`src/sv/lfmc_pkg.sv`:
```
// Package for the line follower mode controller.
// Holds the mode type, the configuration register indexes and the reset values.
// No dependencies.
package lfmc_pkg;

    typedef enum logic [1:0] {
        MODE_NORMAL    = 2'd0,
        MODE_LEFT_WAIT = 2'd1,
        MODE_LEFT_SPIN = 2'd2,
        MODE_RIGHT     = 2'd3
    } t_mode;

    localparam int unsigned CFG_IDX_W = 2;
    localparam int unsigned SAMPLE_W  = 8;
    localparam int unsigned RUN_W     = 8;

    localparam logic [CFG_IDX_W-1:0] CFG_BLACK_THRESHOLD  = 2'd0;
    localparam logic [CFG_IDX_W-1:0] CFG_CROSSING_RUN_LEN = 2'd1;
    localparam logic [CFG_IDX_W-1:0] CFG_SIDE_RUN_LEN     = 2'd2;

    localparam logic [SAMPLE_W-1:0] BLACK_THRESHOLD_RST  = 8'd128;
    localparam logic [RUN_W-1:0]    CROSSING_RUN_LEN_RST = 8'd4;
    localparam logic [RUN_W-1:0]    SIDE_RUN_LEN_RST     = 8'd8;

    localparam logic [RUN_W-1:0] RUN_MAX = '1;

endpackage

```
`src/sv/line_follower_mode_controller.sv`:
```
// Line follower mode controller: sample classification, mode state machine,
// run counters and motor direction output register.
// Depends on lfmc_pkg.

// One left/right sample pair is taken per beat and yields exactly one result beat
// in the next cycle. The block accepts a new pair in every cycle; the single output
// register sets the rate at one pair per clock, and input is held off only while
// that register holds a result the sink has not yet taken. Each sample is black
// when it is at or above black_threshold. The mode register moves first, from the
// run counters and both-white flag of earlier beats and the current pattern; the
// motor directions then follow from the current pattern and the new mode; last the
// saturating run counters update. Configuration writes take effect on the next beat
// and must be made while no beat is in flight.
module line_follower_mode_controller
    import lfmc_pkg::*;
(
    input  logic        i_clk,
    input  logic        i_rst_n,
    // configuration write channel
    input  logic                 i_cfg_valid,
    output logic                 o_cfg_ready,
    input  logic [CFG_IDX_W-1:0] i_cfg_index,
    input  logic [7:0]           i_cfg_data,
    // sample stream
    input  logic        s_axis_tvalid,
    output logic        s_axis_tready,
    input  logic [15:0] s_axis_tdata,   // [7:0] left_sample, [15:8] right_sample
    // result stream
    output logic        m_axis_tvalid,
    input  logic        m_axis_tready,
    output logic [7:0]  m_axis_tdata    // [0] left_motor_reverse, [1] right_motor_reverse,
                                        // [3:2] mode, [7:4] zero
);

    logic [SAMPLE_W-1:0] r_black_threshold;
    logic [RUN_W-1:0]    r_crossing_run_len;
    logic [RUN_W-1:0]    r_side_run_len;

    t_mode            r_mode, n_mode;
    logic [RUN_W-1:0] r_both_black_run, n_both_black_run;
    logic [RUN_W-1:0] r_left_black_run, n_left_black_run;
    logic             r_last_both_white;

    logic       r_out_valid;
    logic       r_left_rev, n_left_rev;
    logic       r_right_rev, n_right_rev;
    t_mode      r_out_mode;

    logic [SAMPLE_W-1:0] left_sample, right_sample;
    logic left_black, right_black;
    logic both_black, both_white, left_only;
    logic accept;

    assign left_sample  = s_axis_tdata[7:0];
    assign right_sample = s_axis_tdata[15:8];

    assign left_black  = left_sample >= r_black_threshold;
    assign right_black = right_sample >= r_black_threshold;
    assign both_black  = left_black && right_black;
    assign both_white  = !left_black && !right_black;
    assign left_only   = left_black && !right_black;

    assign s_axis_tready = !r_out_valid || m_axis_tready;
    assign accept        = s_axis_tvalid && s_axis_tready;
    assign o_cfg_ready   = 1'b1;

    // Mode next state
    always_comb begin
        n_mode = r_mode;
        unique case (r_mode)
            MODE_NORMAL: begin
                if (r_last_both_white) begin
                    n_mode = MODE_LEFT_WAIT;
                end else if (both_black) begin
                    n_mode = MODE_RIGHT;
                end
            end
            MODE_LEFT_WAIT: begin
                if (r_both_black_run >= r_crossing_run_len) begin
                    n_mode = MODE_LEFT_SPIN;
                end else if (r_left_black_run >= r_side_run_len) begin
                    n_mode = MODE_NORMAL;
                end
            end
            MODE_LEFT_SPIN: begin
                if (!both_black) begin
                    n_mode = MODE_NORMAL;
                end
            end
            MODE_RIGHT: begin
                if (r_both_black_run >= r_crossing_run_len) begin
                    n_mode = MODE_NORMAL;
                end
            end
            default: n_mode = MODE_NORMAL;
        endcase
    end

    // Motor directions from the current pattern and the new mode
    always_comb begin
        priority if (both_black) begin
            n_left_rev  = (n_mode == MODE_LEFT_SPIN);
            n_right_rev = (n_mode != MODE_LEFT_SPIN);
        end else if (left_only) begin
            n_left_rev  = 1'b0;
            n_right_rev = 1'b0;
        end else begin
            n_left_rev  = 1'b1;
            n_right_rev = 1'b0;
        end
    end

    always_comb begin
        n_both_black_run = '0;
        n_left_black_run = '0;
        if (both_black) begin
            n_both_black_run = (r_both_black_run == RUN_MAX) ? r_both_black_run
                                                             : r_both_black_run + 1'b1;
        end
        if (left_only) begin
            n_left_black_run = (r_left_black_run == RUN_MAX) ? r_left_black_run
                                                             : r_left_black_run + 1'b1;
        end
    end

    always_ff @(posedge i_clk) begin
        if (!i_rst_n) begin
            r_black_threshold  <= BLACK_THRESHOLD_RST;
            r_crossing_run_len <= CROSSING_RUN_LEN_RST;
            r_side_run_len     <= SIDE_RUN_LEN_RST;
        end else if (i_cfg_valid) begin
            unique case (i_cfg_index)
                CFG_BLACK_THRESHOLD:  r_black_threshold  <= i_cfg_data;
                CFG_CROSSING_RUN_LEN: r_crossing_run_len <= i_cfg_data;
                CFG_SIDE_RUN_LEN:     r_side_run_len     <= i_cfg_data;
                default: ;
            endcase
        end
    end

    always_ff @(posedge i_clk) begin
        if (!i_rst_n) begin
            r_mode            <= MODE_NORMAL;
            r_both_black_run  <= '0;
            r_left_black_run  <= '0;
            r_last_both_white <= 1'b0;
            r_out_valid       <= 1'b0;
        end else begin
            if (accept) begin
                r_mode            <= n_mode;
                r_both_black_run  <= n_both_black_run;
                r_left_black_run  <= n_left_black_run;
                r_last_both_white <= both_white;
                r_out_valid       <= 1'b1;
            end else if (m_axis_tready) begin
                r_out_valid <= 1'b0;
            end
        end
    end

    // Result payload needs no reset; it is qualified by r_out_valid.
    always_ff @(posedge i_clk) begin
        if (accept) begin
            r_left_rev  <= n_left_rev;
            r_right_rev <= n_right_rev;
            r_out_mode  <= n_mode;
        end
    end

    assign m_axis_tvalid = r_out_valid;
    assign m_axis_tdata  = {4'b0000, r_out_mode, r_right_rev, r_left_rev};

endmodule

```
`config.mk`:
```
export PLATFORM = sky130hd
export DESIGN_NAME = line_follower_mode_controller
export DESIGN_NICKNAME = d
export VERILOG_FILES = /design/src/sv/lfmc_pkg.sv /design/src/sv/line_follower_mode_controller.sv
export SDC_FILE = /design/constraint.sdc
export NUM_CORES = 1
export LEC_CHECK = 0
export ABC_AREA = 1
export BUFFER_PORTS_ARGS = -buffer_cell sky130_fd_sc_hd__buf_2
export CELL_PAD_IN_SITES_DETAIL_PLACEMENT = 0
export CELL_PAD_IN_SITES_GLOBAL_PLACEMENT = 1
export CORE_ASPECT_RATIO = 1.75
export CORE_MARGIN = 3
export CORE_UTILIZATION = 30
export DETAILED_ROUTE_END_ITERATION = 8
export HOLD_SLACK_MARGIN = 0.02
export PLACE_DENSITY = 0.62
export RECOVER_POWER = 50
export SKIP_LAST_GASP = 1
export SLEW_MARGIN = 20
export SYNTH_ARGS = -nofsm -noshare
export SYNTH_HDL_FRONTEND = slang
export SYNTH_SLANG_ARGS = --single-unit
export TNS_END_PERCENT = 30
```
`constraint.sdc`:
```
create_clock -name i_clk -period 2.68 [get_ports i_clk]
set_input_delay 0.804 -clock i_clk [delete_from_list [all_inputs] [get_ports i_clk]]
set_output_delay 0.804 -clock i_clk [all_outputs]
set_load 0.02 [all_outputs]
```
==> reports/results.txt <==
Gate power share: 21.0%
Bufs and invs on worst path: 2
Pin count of the biggest net entering global routing: 28
Synthesized cell area: 3120 sq um
Starting density of the core: 31.1%
Vias in the first global route: 2,592
Total core area: 10,000 sq um
Sequential fraction of the synthesis area: 32.1%
# hold bufs at CTS: 0
CP top delay family: simple AND/OR/NAND/NOR gates
Routed wire per std cell: 12.8 microns
Post-synthesis compound-gate area fraction: 14.3%
Static leakage: 1.65 nW
DRT Pass-1 Iters: 4
Fraction of layout cells with a size suffix above 1: 18.5%
Psw: 0.540 mW
Via count: 2,584
Clk pin slew, worst setup/hold paths: 0.07 ns
Sw frac: 30.4%
CP Capture Type: register
DR vias/cell: 4.54
Clk root buf: clkbuf_16
Sequential Power Share: 44.3%
Post-CTS resize count: 0
H-tree depth: 2
Clock share of power: 34.7%
CTS Buf Count: 5
Xor and xnor area share after synthesis: 2.53%
Iter 0 DRT Violations: 126
Horiz. Die Dim: 83.1 microns
Post-layout min period: 2.12 ns
Worst-Skew Late Latency: 0.29 ns
Arrival @ worst endpoint: 2.17 ns
Fin. Hold Viols: 0
Worst Hold Class: reg2reg
Nets: 509
First-pass GRT wire length: 12,200 microns
Initial antenna violation count: 0
Synth Instances: 409
Final setup viols: 0
P_int: 1.23 mW
Total GRT Usage: 13.1%
Period utilisation layout: 79.2%
Simple-gate portion of the synthesized area: 26.8%
Power Density: 503 nW/um^2
Worst-path fanout max: 9
Io pins: 42
Clock Path Buffers: 2
End-of-flow core utilization: 35.2%
Worst Skew: 0.00500 ns
Worst slew pin tran: 0.713 ns
DIE AREA: 11,700 sq um
GR Overflow Total: 0
Crit Path Class: in2reg
Main combinational cell family by area after synthesis: simple AND/OR/NAND/NOR gates
TritonCTS clock tree: yes
DRC viols: 0
Port Buffer Count: 36
F_max: 471 MHz
Row count: 48
Number of synthesized register bits: 48
Status: completed
Worst-path cell chain: buf_2, ha_1, nand2_1, nor2_1, nor2_1, nand2_1, nand2_2, nand2_4, nand2_8, nand2_1, nand2_1, nand2_2, inv_2, nand3_1, nand2_1
Slew Limit Fails: 0
Cell repeated most along the worst path: nand2_1
CP max stage delay: 0.29 ns
Fillcell total: 1,098
Mux cell area share after synthesis: 0%
VDD IR max: 0.000236 V
Maxcap violations: 0
Adder-cell share of the synthesized area: 13.6%
Die Ht: 141 microns
Post-synthesis cell type count: 38
Slew margin rel.: 52.4%
Crit path launch type: input pin
Synth-to-Final Area Change: 13.0%
Postcts setup bufs: 0
CTS Sinks: 48
GP Congestion: 0.782
Synth warn: 0
Antenna cells: 0
Post-Route WL: 7280 microns
Syn_area_per_cell: 7.63 sq um
Critical path's slowest cell: ha_1
DP Wirelength: 5880 microns
Unrepaired setup endpoints after global routing: false
Required @ worst endpoint: 2.73 ns
Final ANT Viol Nets: 0
Total Neg Setup Slack: 0 ns
-- per-layer routing --
layer  GRT usage, %  vias up  routed length, microns
met5              0        -                       0
met4           6.29        0                     233
met3           2.69       13                     255
met2           25.1       47                    4000
met1           13.3     1152                    2790
li1               -     1372                       -
-- power groups by stage --
stage	Combinational [mW]	Clock [mW]	Sequential, mW
floorplan	0.284	0	0.803
global placement	0.377	0	0.803
detailed placement	0.383	0	0.803
CTS	0.385	0.645	0.787
global route	0.428	0.664	0.791
finish	0.372	0.615	0.786
-- cell usage after synthesis, drive strengths merged --
cell	instances	share of area [%]
and3	1	0.20
o211ai	4	0.96
xor2	6	1.7
conb	2	0.24
nand2	98	16
clkbuf	5	0.60
a21o	1	0.24
nand3b	2	1.3
o21a	2	0.48
o21bai	1	0.24
inv	61	7.7
nand3	11	1.9
nand4	6	1.4
nor3	5	0.96
xnor2	3	0.84
a21oi	43	7.9
nor2	39	5.0
o211a	1	0.32
ha	34	14
o21ai	26	4.2
buf	10	2.2
edfxtp	4	3.8
dfxtp	44	28
-- cell families (layout without fill, tap and decap cells) --
family | count (synthesis) | after routing
AOI/OAI and AO/OA | 78 | 78
xor gates and xnor gates | 9 | 9
adders and majority gates | 34 | 34
buffers and inverters | 76 | 108
DFF | 48 | 48
other | 2 | 5
and+or+nand+nor | 162 | 162
-- worst paths after layout --
path                                     startpoint                              to  cells after the start  slack, ns
setup / recovery                   s_axis_tdata[11]            r_left_rev$_DFFE_PP_                     15       0.56
setup reg to reg  r_black_threshold[3]$_SDFFE_PN0P_            r_left_rev$_DFFE_PP_                     15       0.79
hold / removal       r_side_run_len[6]$_SDFFE_PN0P_  r_side_run_len[6]$_SDFFE_PN0P_                      2       0.46
hold reg to reg      r_side_run_len[6]$_SDFFE_PN0P_  r_side_run_len[6]$_SDFFE_PN0P_                      2       0.46
-- through the flow --
step	setup slack (ns)	hold slack, ns	instance area, sq um	cells	power [mW]
CTS	0.534	0.466	3540	569	1.82
finish	0.557	0.463	3530	569	1.77
detailed placement	0.215	0.456	3410	562	1.19
global route	0.393	0.479	3530	569	1.88
floorplan	0.515	0.435	3130	412	1.09
global placement	0.254	0.452	3410	562	1.18
-- layout by cell type, fill, tap and decap left out --
cell	count
xnor2_1	3
nor2_4	1
nand4_2	1
nor3_1	4
buf_4	2
clkbuf_1	7
o21bai_1	1
inv_4	1
a21o_1	1
dfxtp_1	44
nand3_2	1
nand2_1	78
o21ai_1	3
nor2_1	37
a21oi_1	35
nor2_2	1
ha_1	34
o211ai_1	4
o211a_1	1
a21oi_2	8
nor3_2	1
o21ai_0	23
clkbuf_16	5
and3_1	1
inv_2	5
o21a_1	2
nand3b_4	2
xor2_1	6
nand2_2	10
nand2_8	3
conb_1	5
nand4_1	5
buf_2	32
edfxtp_1	4
nand3_1	10
inv_8	1
nand2_4	7
clkinv_2	1
inv_1	54
-- flip-flops by register name, indices dropped and copies added (netlist names), 2 cells and up --
name / cells
r_both_black_run: 8
r_side_run_len: 8
r_mode: 2
r_crossing_run_len: 8
r_out_mode: 2
r_black_threshold: 8
r_left_black_run: 8
-- worst min-delay path, cell delays in order, from the launching register on --
cell and delay, ns:
dfxtp_1 0.30, inv_1 0.06, a21oi_1 0.06
-- cell type report --
cell class / instances / area [sq um] / area share [%]
Tap cell: 125 / 156 / 4.43
Timing Repair Buffer: 40 / 198 / 5.60
Clock buffer: 6 / 129 / 3.65
Inverter: 61 / 239 / 6.78
Multi-Input combinational cell: 288 / 1800 / 51.0
Sequential cell: 48 / 1000 / 28.4
Clock inverter: 1 / 5.00 / 0.142
Note: power is estimated with default switching activity, not from simulation.
